File: config.mk
export PLATFORM = sky130hd
export DESIGN_NAME = sliding_window_maximum_top_flat
export DESIGN_NICKNAME = d
export VERILOG_FILES = /design/src/swm_pkg.sv /design/src/swm_if.sv /design/src/swm_cell.sv /design/src/swm_ctrl.sv /design/src/sliding_window_maximum_top.sv /design/src/flat_wrapper.sv
export SDC_FILE = /design/constraint.sdc
export NUM_CORES = 2
export LEC_CHECK = 0
export BUFFER_PORTS_ARGS = -buffer_cell sky130_fd_sc_hd__buf_2
export CAP_MARGIN = 20
export CORE_AREA = 2 2 324 486
export CTS_BUF_LIST = sky130_fd_sc_hd__clkbuf_2
export CTS_CLUSTER_SIZE = 25
export DETAILED_ROUTE_END_ITERATION = 10
export DIE_AREA = 0 0 326 488
export GPL_ROUTABILITY_DRIVEN = 0
export PLACE_DENSITY = 0.78
export SLEW_MARGIN = 5
export SYNTH_ARGS = -nofsm -noshare
export SYNTH_HDL_FRONTEND = slang
export SYNTH_SLANG_ARGS = --single-unit
File: constraint.sdc
create_clock -name clk -period 49.7 [get_ports clk]
set_clock_uncertainty 0.2 [all_clocks]
set_input_delay 2.485 -clock clk [delete_from_list [all_inputs] [get_ports clk]]
set_output_delay 2.485 -clock clk [all_outputs]
set_load 0.02 [all_outputs]
File: src/swm_pkg.sv
// Shared constants and types for the sliding window maximum filter.
package swm_pkg;

  localparam int WINDOW_MAX = 64;
  localparam int SAMPLE_W   = 32;
  localparam int CFG_W      = 7;
  localparam int LEN_W      = $clog2(WINDOW_MAX + 1);
  localparam int IDX_W      = $clog2(WINDOW_MAX);

  typedef logic signed [SAMPLE_W-1:0] sample_t;

  // Per-cycle command to every cell of the history chain.
  typedef struct packed {
    logic shift;   // take the newer neighbor's sample
    logic rotate;  // take the older neighbor's sample, first cell's sample wraps to the last
  } cell_ctrl_t;

  typedef enum logic [1:0] {
    ST_IDLE,
    ST_SWEEP,
    ST_EMIT
  } ctrl_state_t;

endpackage

File: src/swm_if.sv
// Request and result channel interfaces of the sliding window maximum filter.
interface swm_in_if;
  logic              valid;
  logic              ready;
  swm_pkg::sample_t  sample;
  logic              start_sequence;

  modport source (output valid, output sample, output start_sequence, input ready);
  modport sink   (input valid, input sample, input start_sequence, output ready);
endinterface

interface swm_out_if;
  logic              valid;
  logic              ready;
  swm_pkg::sample_t  window_max;

  modport source (output valid, output window_max, input ready);
  modport sink   (input valid, input window_max, output ready);
endinterface

File: src/swm_cell.sv
// One history cell: holds a sample, shifts toward older cells or rotates back.
module swm_cell (
  input  logic                clk,
  input  swm_pkg::cell_ctrl_t ctrl,
  input  swm_pkg::sample_t    shift_in,
  input  swm_pkg::sample_t    rot_in,
  output swm_pkg::sample_t    data_out
);

  swm_pkg::sample_t data_r;
  swm_pkg::sample_t data_nxt;

  always_comb begin
    data_nxt = data_r;
    if (ctrl.shift) begin
      data_nxt = shift_in;
    end else if (ctrl.rotate) begin
      data_nxt = rot_in;
    end
  end

  always_ff @(posedge clk) begin
    data_r <= data_nxt;
  end

  assign data_out = data_r;

endmodule

File: src/swm_ctrl.sv
// Sequencer: accepts requests, drives the cell chain, tracks the maximum, emits.
module swm_ctrl (
  input  logic                           clk,
  input  logic                           rst_n,
  input  logic [swm_pkg::CFG_W-1:0]      cfg_len,
  input  swm_pkg::sample_t               head_data,
  swm_in_if.sink                         in_req,
  swm_out_if.source                      out_res,
  output swm_pkg::cell_ctrl_t            cell_ctrl
);

  swm_pkg::ctrl_state_t             state_r, state_nxt;
  logic [swm_pkg::IDX_W-1:0]        step_r, step_nxt;
  logic [swm_pkg::LEN_W-1:0]        fill_r, fill_nxt;
  swm_pkg::sample_t                 best_r, best_nxt;
  logic                             out_valid_r, out_valid_nxt;
  swm_pkg::sample_t                 out_data_r, out_data_nxt;
  logic [swm_pkg::LEN_W-1:0]        eff_len;
  logic                             accept;
  logic                             load;

  // Zero acts as one, values past the history depth saturate.
  always_comb begin
    if (cfg_len == '0) begin
      eff_len = swm_pkg::LEN_W'(1);
    end else if (32'(cfg_len) > 32'(swm_pkg::WINDOW_MAX)) begin
      eff_len = swm_pkg::LEN_W'(swm_pkg::WINDOW_MAX);
    end else begin
      eff_len = swm_pkg::LEN_W'(cfg_len);
    end
  end

  assign accept = in_req.valid && in_req.ready;

  always_comb begin
    state_nxt        = state_r;
    step_nxt         = step_r;
    fill_nxt         = fill_r;
    best_nxt         = best_r;
    load             = 1'b0;
    in_req.ready     = 1'b0;
    cell_ctrl.shift  = 1'b0;
    cell_ctrl.rotate = 1'b0;
    case (state_r)
      swm_pkg::ST_IDLE: begin
        in_req.ready = 1'b1;
        if (in_req.valid) begin
          cell_ctrl.shift = 1'b1;
          step_nxt        = '0;
          state_nxt       = swm_pkg::ST_SWEEP;
          if (in_req.start_sequence) begin
            fill_nxt = swm_pkg::LEN_W'(1);
          end else if (fill_r < swm_pkg::LEN_W'(swm_pkg::WINDOW_MAX)) begin
            fill_nxt = fill_r + 1'b1;
          end
        end
      end
      swm_pkg::ST_SWEEP: begin
        cell_ctrl.rotate = 1'b1;
        if (step_r == '0) begin
          best_nxt = head_data;
        end else if (swm_pkg::LEN_W'(step_r) < eff_len && head_data > best_r) begin
          best_nxt = head_data;
        end
        step_nxt = step_r + 1'b1;
        if (step_r == swm_pkg::IDX_W'(swm_pkg::WINDOW_MAX - 1)) begin
          state_nxt = swm_pkg::ST_EMIT;
        end
      end
      swm_pkg::ST_EMIT: begin
        if (fill_r < eff_len) begin
          state_nxt = swm_pkg::ST_IDLE;
        end else if (!out_valid_r || out_res.ready) begin
          load      = 1'b1;
          state_nxt = swm_pkg::ST_IDLE;
        end
      end
      default: begin
        state_nxt = swm_pkg::ST_IDLE;
      end
    endcase
  end

  always_comb begin
    out_valid_nxt = load || (out_valid_r && !out_res.ready);
    out_data_nxt  = load ? best_r : out_data_r;
  end

  always_ff @(posedge clk) begin
    if (!rst_n) begin
      state_r     <= swm_pkg::ST_IDLE;
      fill_r      <= '0;
      out_valid_r <= 1'b0;
    end else begin
      state_r     <= state_nxt;
      fill_r      <= fill_nxt;
      out_valid_r <= out_valid_nxt;
    end
  end

  always_ff @(posedge clk) begin
    step_r     <= step_nxt;
    best_r     <= best_nxt;
    out_data_r <= out_data_nxt;
  end

  assign out_res.valid      = out_valid_r;
  assign out_res.window_max = out_data_r;

  a_accept_starts_sweep: assert property (@(posedge clk) disable iff (!rst_n)
    accept |=> (state_r == swm_pkg::ST_SWEEP && step_r == '0))
    else $error("request did not start a sweep");

  a_sweep_ends: assert property (@(posedge clk) disable iff (!rst_n)
    (state_r == swm_pkg::ST_SWEEP && step_r == swm_pkg::IDX_W'(swm_pkg::WINDOW_MAX - 1))
      |=> state_r == swm_pkg::ST_EMIT)
    else $error("sweep did not end after a full rotation");

  a_fill_bounded: assert property (@(posedge clk) disable iff (!rst_n)
    fill_r <= swm_pkg::LEN_W'(swm_pkg::WINDOW_MAX))
    else $error("fill count past history depth");

  a_short_no_result: assert property (@(posedge clk) disable iff (!rst_n)
    (state_r == swm_pkg::ST_EMIT && fill_r < eff_len)
      |=> (state_r == swm_pkg::ST_IDLE && (!out_valid_r || $stable(out_data_r))))
    else $error("result emitted before window was full");

endmodule

File: src/sliding_window_maximum_top.sv
// Top level of the sliding window maximum filter: config register and cell chain.
//
// Running maximum over the last window_length signed samples. Each request
// carries a sample and a start_sequence flag that discards earlier history.
// The first window_length-1 samples of a sequence produce no result; every
// later sample produces the maximum of the last window_length samples, itself
// included. The history is a chain of WINDOW_MAX cells: an accepted sample
// shifts in at the head, then the chain rotates a full turn, one cell per
// cycle, past a single comparator at the head, which returns every sample to
// its place. One request therefore occupies the block for the shift, the full
// rotation and the hand-off of the result to the output register. The output
// register lets the next request in while a result still waits; the block
// holds in its last step only if that register is still full. The user must
// write window_length through cfg_we/cfg_wdata only while no request is in
// flight; the block itself does not enforce it. Zero acts as one and values
// above WINDOW_MAX act as WINDOW_MAX. No clearing pass follows reset.
module sliding_window_maximum_top (
  input  logic                      clk,
  input  logic                      rst_n,
  swm_in_if.sink                    in_req,
  swm_out_if.source                 out_res,
  input  logic                      cfg_we,
  input  logic [swm_pkg::CFG_W-1:0] cfg_wdata
);

  logic [swm_pkg::CFG_W-1:0] cfg_len_r;
  swm_pkg::cell_ctrl_t       cell_ctrl;
  swm_pkg::sample_t          cell_data [swm_pkg::WINDOW_MAX];

  // Window length register, resets to a window of one sample.
  always_ff @(posedge clk) begin
    if (!rst_n) begin
      cfg_len_r <= swm_pkg::CFG_W'(1);
    end else if (cfg_we) begin
      cfg_len_r <= cfg_wdata;
    end
  end

  // Sequencer: owns both channels, the fill count and the running maximum.
  swm_ctrl u_ctrl (
    .clk       (clk),
    .rst_n     (rst_n),
    .cfg_len   (cfg_len_r),
    .head_data (cell_data[0]),
    .in_req    (in_req),
    .out_res   (out_res),
    .cell_ctrl (cell_ctrl)
  );

  // History chain. Cell 0 holds the newest sample; shift moves samples toward
  // the tail, rotate moves them back toward the head with the head wrapping
  // to the tail, so after WINDOW_MAX rotations every cell is back in place.
  for (genvar i = 0; i < swm_pkg::WINDOW_MAX; i++) begin : g_cell
    swm_pkg::sample_t shift_src;

    if (i == 0) begin : g_head
      assign shift_src = in_req.sample;
    end else begin : g_body
      assign shift_src = cell_data[i-1];
    end

    swm_cell u_cell (
      .clk      (clk),
      .ctrl     (cell_ctrl),
      .shift_in (shift_src),
      .rot_in   (cell_data[(i + 1) % swm_pkg::WINDOW_MAX]),
      .data_out (cell_data[i])
    );
  end

endmodule

File: src/flat_wrapper.sv
// flat-port wrapper written by rule: the top's interface ports become plain ports
module sliding_window_maximum_top_flat 
  (clk, rst_n, cfg_we, cfg_wdata, in_req_valid, in_req_sample, in_req_start_sequence, in_req_ready, out_res_valid, out_res_window_max, out_res_ready);
  swm_in_if in_req_i ();
  swm_out_if out_res_i ();
  input  logic clk;
  input  logic rst_n;
  input  logic cfg_we;
  input  logic [swm_pkg::CFG_W-1:0] cfg_wdata;
  input wire logic [$bits(in_req_i.valid)-1:0] in_req_valid;
  input wire logic [$bits(in_req_i.sample)-1:0] in_req_sample;
  input wire logic [$bits(in_req_i.start_sequence)-1:0] in_req_start_sequence;
  output wire logic [$bits(in_req_i.ready)-1:0] in_req_ready;
  output wire logic [$bits(out_res_i.valid)-1:0] out_res_valid;
  output wire logic [$bits(out_res_i.window_max)-1:0] out_res_window_max;
  input wire logic [$bits(out_res_i.ready)-1:0] out_res_ready;
  assign in_req_i.valid = in_req_valid;
  assign in_req_i.sample = in_req_sample;
  assign in_req_i.start_sequence = in_req_start_sequence;
  assign in_req_ready = in_req_i.ready;
  assign out_res_valid = out_res_i.valid;
  assign out_res_window_max = out_res_i.window_max;
  assign out_res_i.ready = out_res_ready;
  sliding_window_maximum_top u_core (.clk(clk), .rst_n(rst_n), .in_req(in_req_i), .out_res(out_res_i), .cfg_we(cfg_we), .cfg_wdata(cfg_wdata));
endmodule
# After elaboration in Yosys (flattened, before gate mapping)
# Cells that the tools add are included.
dict set report word_totals {
  reg_bits 2135
  in_bits 45
  out_inout_bits 34
  wordCells 249
}
dict set report op_classes {
  n_addsub 2
  order_cmp 5
  n_eq_ne 6
  mux 148
  n_reduce_logical 17
}
# cell n
set ops {}
lappend ops {{$mux 32} 130}
lappend ops {{$gt 32x32->1} 1}
lappend ops {{$mux 7} 4}
lappend ops {{$pmux 6 s2} 1}
lappend ops {{$mux 2} 4}
lappend ops {{$reduce_bool 2->1} 4}
lappend ops {{$add 7x1->7 const B} 1}
lappend ops {{$gt 7x7->1 const B} 1}
lappend ops {{$logic_not 7->1} 1}
lappend ops {{$lt 6x7->1} 1}
lappend ops {{$lt 7x7->1} 1}
lappend ops {{$lt 7x7->1 const B} 1}
lappend ops {{$mux 1} 7}
lappend ops {{$add 6x1->6 const B} 1}
lappend ops {{$eq 6x6->1 const B} 1}
lappend ops {{$logic_not 6->1} 1}
lappend ops {{$mux 6} 1}
lappend ops {{$pmux 2 s3} 1}
lappend ops {{$reduce_and 3->1} 2}
lappend ops {{$ne 2x2->1 const B} 2}
lappend ops {{$reduce_and 2->1} 2}
lappend ops {{$ne 3x3->1 const B} 1}
lappend ops {{$eq 2x1->1 const B} 1}
lappend ops {{$eq 2x2->1 const B} 1}
lappend ops {{4 further kinds} 7}

# Logic depth before layout (Yosys ltp)
dict set report depth {
  ltp_word 7
  ltp_mapped 9
  mapped_depth_nobuf 9
}

# By module
# From an unflattened synthesis, not the netlist that was laid out.
dict set report unflattened {
  hier_cells 4745
  hier_area_um2 100589.0
}
# mod instances cells_per_inst area_per_inst_um2
set by_module_without_submodules {}
lappend by_module_without_submodules {swm_cell 64 69 1507.7}
lappend by_module_without_submodules {swm_ctrl 1 307 3833.7}
lappend by_module_without_submodules {sliding_window_maximum_top 1 22 262.8}

# Worst setup path after synthesis
# No wires, ideal clock.
dict set report synth_timing {
  path_kind {input port to flip-flop}
  startpoint {in in_req_valid}
  endpoint {reg u_core.g_cell[0].u_cell.data_r[0] (enable)}
  arrival_time_ps 35964
  required_ps 35695
  slack_ps -268
  path_stages 4
  path_buffers 2
  cell_sequence {nand2_1 -> buf_2 -> buf_1 -> nand2_1}
}
dict set report synth_via {
  elab_chain_cells 3
}
# item line_no
set synth_lines {}
lappend synth_lines {{start, declared} flat_wrapper.sv:10} ;# input wire logic [$bits(in_req_i.valid)-1:0] in_req_valid;
lappend synth_lines {{$mux 1} swm_ctrl.sv:47} ;# if (in_req.valid) begin
lappend synth_lines {{$mux 1} swm_ctrl.sv:44} ;# case (state_r)
lappend synth_lines {{$reduce_bool 2->1 (no source line)} n/a}
lappend synth_lines {{end signal, assigned} swm_cell.sv:23} ;# data_r <= data_nxt;
lappend synth_lines {{end, declared} swm_cell.sv:10} ;# swm_pkg::sample_t data_r;
# No other way between the ends.
# A chain may end at the register's enable or synchronous reset.

# Final worst setup path
dict set report layout_timing {
  startpoint {reg u_core.u_ctrl.state_r[1]}
  endpoint {reg u_core.g_cell[26].u_cell.data_r[24] (enable)}
}
dict set report layout_via {
  elab_chain_cells 3
}
# item line_no
set layout_lines {}
lappend layout_lines {{start, declared} swm_ctrl.sv:12} ;# swm_pkg::ctrl_state_t state_r, state_nxt;
lappend layout_lines {{start signal, assigned} swm_ctrl.sv:91} ;# state_r <= swm_pkg::ST_IDLE;
lappend layout_lines {{start signal, assigned} swm_ctrl.sv:95} ;# state_r <= state_nxt;
lappend layout_lines {{$eq 2x1->1 or $logic_not 2->1 (tied branches)} swm_ctrl.sv:44}
lappend layout_lines {{$mux 1} swm_ctrl.sv:44}
lappend layout_lines {{$reduce_bool 2->1 (no source line) (*)} n/a}
lappend layout_lines {{end signal, assigned} swm_cell.sv:23}
lappend layout_lines {{end, declared} swm_cell.sv:10}
# Every way passes the cells marked *; elsewhere a longest branch is shown, timed or not.

==> flow_summary.rst <==
.. list-table::
   :header-rows: 1

   * - Metric
     - Value
   * - Via count
     - 60,600
   * - Root cell of the clock tree
     - sky130_fd_sc_hd__clkbuf_2
   * - Total die area
     - 159,000 sq um
   * - DR vias/cell
     - 5.24
   * - Largest net degree at the start of global routing
     - 241
   * - Largest stage delay, worst path
     - 890 ps
   * - Number of warnings reported in the yosys synthesis log
     - 0
   * - Final count of negative-setup-slack endpoints
     - 0
   * - TritonCTS clock tree
     - yes
   * - Highest fanout seen on the critical path
     - 201
   * - Signed area change from the synthesized netlist to the final layout
     - 6.32%
   * - Worst Reg2Reg Path Length in Cells
     - 8
   * - Placed Area
     - 92,200 sq um
   * - DRC errors left
     - 0
   * - Synthesized Nets
     - 9,067
   * - Total wire length
     - 167,000 microns
   * - Crit path time final
     - 7850 ps
   * - Wire length of the first global-routing pass
     - 276,000 microns
   * - Number of antenna violations at the first check in global routing
     - 11
   * - Max-cap violations
     - 0
   * - Primary FF master, synth
     - sky130_fd_sc_hd__edfxtp_1
   * - Resized Gates After CTS
     - 0
   * - Total routing usage reported by global routing
     - 0.206
   * - Port-buffer cells
     - 78
   * - Cell occurring most often along the worst timing path
     - sky130_fd_sc_hd__buf_4
   * - Worst r2r src
     - u_core.u_ctrl.state_r[1]
   * - Count of standard-cell rows
     - 177
   * - Yosys reg bits
     - 2,135
   * - Area fraction in and, or, nand and nor cells after synthesis
     - 0.258
   * - Number of distinct standard cells referenced by the synthesized netlist
     - 42
   * - Sequential cell fraction of total power
     - 0.620
   * - Area share of xor/xnor cells in the synthesized design
     - 0.000771
   * - Number of placed I/O pins
     - 79
   * - Share of the clock period used by the worst path
     - 0.158
   * - Share of synthesized flip-flops with an asynchronous set or reset
     - 0
   * - Clk slew on worst S/H paths
     - 120 ps
   * - Number of global-route vias before repair
     - 58,100
   * - Class of the tightest hold or removal check
     - flop to flop
   * - Fraction of final layout cells sized beyond drive strength 1
     - 0.0929
   * - Worst path required time
     - 50,750 ps
   * - Run status
     - finished clean
   * - Critical path destination
     - u_core.g_cell[26].u_cell.data_out[24]
   * - Launch point of the critical path
     - u_core.u_ctrl.state_r[1]
   * - Cell area after synthesis
     - 90,800 sq um
   * - Critical register-to-register path endpoint
     - u_core.g_cell[26].u_cell.data_out[24]
   * - Post-CTS setup repair buffer count
     - 0
   * - Count of hold-fix buffers inserted at cts
     - 0
   * - Post-synthesis share of cell area spent on full adders, half adders and majority gates
     - 0.00634
   * - Area inside the core boundary
     - 155,000 sq um
   * - Maximum ir drop on the vdd rail
     - 0.0000235 V
   * - Final #Nets
     - 9,239
   * - Post-synthesis sequential area ratio
     - 0.704
   * - Dominant cells by area after synthesis
     - sky130_fd_sc_hd__edfxtp_1 70%, sky130_fd_sc_hd__nand2_1 25%, sky130_fd_sc_hd__buf_2 1.0%
   * - Clk network pwr share
     - 0.264
   * - Antenna-violating nets left
     - 0
   * - Nature of the critical path endpoint
     - flop
   * - Max Transition Viols Final
     - 0
   * - Worst-skew pair later-pin latency
     - 1810 ps
   * - Standard cell with the maximum stage delay on the critical path
     - sky130_fd_sc_hd__buf_4
   * - Multiplexer share of the synthesized area
     - 0.000771
   * - Switching power summed over all nets
     - 1.15 mW
   * - Post-detailed-placement half-perimeter wirelength
     - 96,200 microns
   * - Fill count
     - 12,200
   * - Max H-tree Level
     - 5
   * - Fraction of power spent switching nets
     - 0.283
   * - Gr ovfl total
     - 0
   * - Reg-to-reg slack, setup
     - 41,850 ps
   * - Area share of the largest cell type after synthesis
     - 0.700
   * - TritonCTS buffer count
     - 478
   * - Summed negative setup slack over all endpoints
     - 0 ps
   * - Achievable Freq
     - 127 MHz
   * - Vertical extent of the die
     - 488 microns
   * - Largest family of logic cells by synthesized area
     - simple AND/OR/NAND/NOR gates
   * - Design area
     - 96,600 sq um
   * - Initial DRT Pass Iterations
     - 5
   * - Wirelength per Cell
     - 14.4 microns
   * - Tightest Pin Transition
     - 1190 ps
   * - Internal
     - 2.91 mW
   * - RSZ-0062 raised after global routing
     - false
   * - Portion of total power attributed to combinational logic
     - 0.116
   * - Clk sink count
     - 2,135
   * - Compound-gate portion of the synthesized area
     - 0.00370
   * - Worst setup SP type
     - flop
   * - Arrival @ worst endpoint
     - 8900 ps
   * - Cell taking the most area after synthesis
     - sky130_fd_sc_hd__edfxtp_1
   * - Cells along the critical path
     - nor2_1 -> nand2_4 -> nand2_8 -> buf_12 -> buf_4 -> buf_4 -> buf_12 -> buf_4
   * - Leading cell types by count after synthesis
     - 6,163 x sky130_fd_sc_hd__nand2_1, 2,118 x sky130_fd_sc_hd__edfxtp_1, 190 x sky130_fd_sc_hd__buf_2
   * - Mapped Avg Cell Area
     - 10.1 sq um
   * - Hold Path Origin
     - u_core.g_cell[51].u_cell.data_out[4]
   * - Static leakage
     - 44.0 nW
   * - Slew headroom
     - 0.209
   * - Path type of the worst setup path
     - flop to flop
   * - Floorplan die width
     - 326 microns
   * - Initial Util
     - 0.587
   * - Count of flip-flops with a built-in enable after synthesis
     - 2,118
   * - Starting DRT DRC Count
     - 6,176
   * - Synthesized netlist cell count
     - 8,976
   * - Power density over the cells
     - 42.1 nW/um^2
   * - Cell with the most instances after synthesis
     - sky130_fd_sc_hd__nand2_1
   * - Buffers from clock root to sink, at most
     - 4
   * - Final Hold Fails
     - 0
-- cell families after synthesis --
| family | count (synthesis) |
|---|---|
| simple gates | 6228 |
| flops | 2135 |
| buf+inv | 498 |
| compound gates | 54 |
| fa+ha+maj | 46 |
| xor+xnor | 8 |
| mux | 7 |
-- final cells by class --
class                   instances  area (sq um)  area share
flip-flops and latches       2135         63900       0.662
clock inverters               146           767     0.00794
inverters                      40           150     0.00155
multi-input cells            6343         24600       0.254
well taps                    2058          2570      0.0267
clock buffers                 689          3450      0.0357
repair buffers                150          1110      0.0115
diodes                          6          15.0    0.000155
-- worst min-delay path by stage --
stage                                                       to  slack, ps  depth (start not counted)
final                     u_core.g_cell[52].u_cell.data_out[4]        170                          2
after global routing      u_core.g_cell[52].u_cell.data_out[4]        190                          2
after CTS                 u_core.g_cell[52].u_cell.data_out[4]        160                          2
after detailed placement  u_core.u_ctrl.out_res.window_max[18]        240                          0
after global placement    u_core.u_ctrl.out_res.window_max[19]        230                          0
after floorplan                        u_core.u_ctrl.best_r[0]        230                          0
-- critical path, delay by kind of cell (launching register included) --
kind	cells	cell delay, ps
flip-flops	1	390
AND/OR/NAND/NOR	3	2110
buffers and inverters	5	3950
-- per-layer routing --
layer	GRT usage	wire, microns
met2	0.323	79000
met5	0	21
met1	0.294	75700
met4	0.0608	3010
met3	0.0397	9310
-- metrics by stage --
stage               hold slack, ps  total power, mW   util  instances  setup WS, ps
finish                         170             4.06  0.624      11600         41850
global route                   194             4.29  0.624      11600         41460
detailed placement             235             3.02  0.596      10700         40890
CTS                            165             4.10  0.623      11600         42010
floorplan                      226             3.08      -       8976         20730
global placement               229             2.98  0.596      10700         41060
-- power groups by stage --
| stage | clock network, mW | registers, mW | logic (mW) |
|---|---|---|---|
| 4_1_cts | 1.11 | 2.52 | 0.471 |
| 3_5_place_dp | 0 | 2.56 | 0.469 |
| 3_3_place_gp | 0 | 2.54 | 0.439 |
| 6_report | 1.07 | 2.52 | 0.471 |
| 2_1_floorplan | 0 | 2.71 | 0.371 |
| 5_1_grt | 1.19 | 2.55 | 0.547 |
-- layout by cell type, fill, tap and decap left out, drive strengths merged, types with 11 or more instances in the layout --
master | netlist | routed
clkbuf | 179 | 689
o21ai | 15 | 15
clkinv | 1 | 134
nand2 | 6163 | 6163
dfxtp | 17 | 17
edfxtp | 2118 | 2118
ha | 46 | 46
a21oi | 23 | 23
inv | 39 | 45
buf | 279 | 150
nand4 | 11 | 11
nor2 | 27 | 27
-- flip-flops by register name, indices dropped and copies added, names as in the netlist --
signal and count:
u_core.cfg_len_r 7, u_core.g_cell.u_cell.data_out 2048, u_core.u_ctrl.best_r 32, u_core.u_ctrl.out_res.valid 1, u_core.u_ctrl.fill_r 7, u_core.u_ctrl.step_r 6
u_core.u_ctrl.out_res.window_max 32, u_core.u_ctrl.state_r 2
Note: power is estimated with default switching activity, not from simulation.
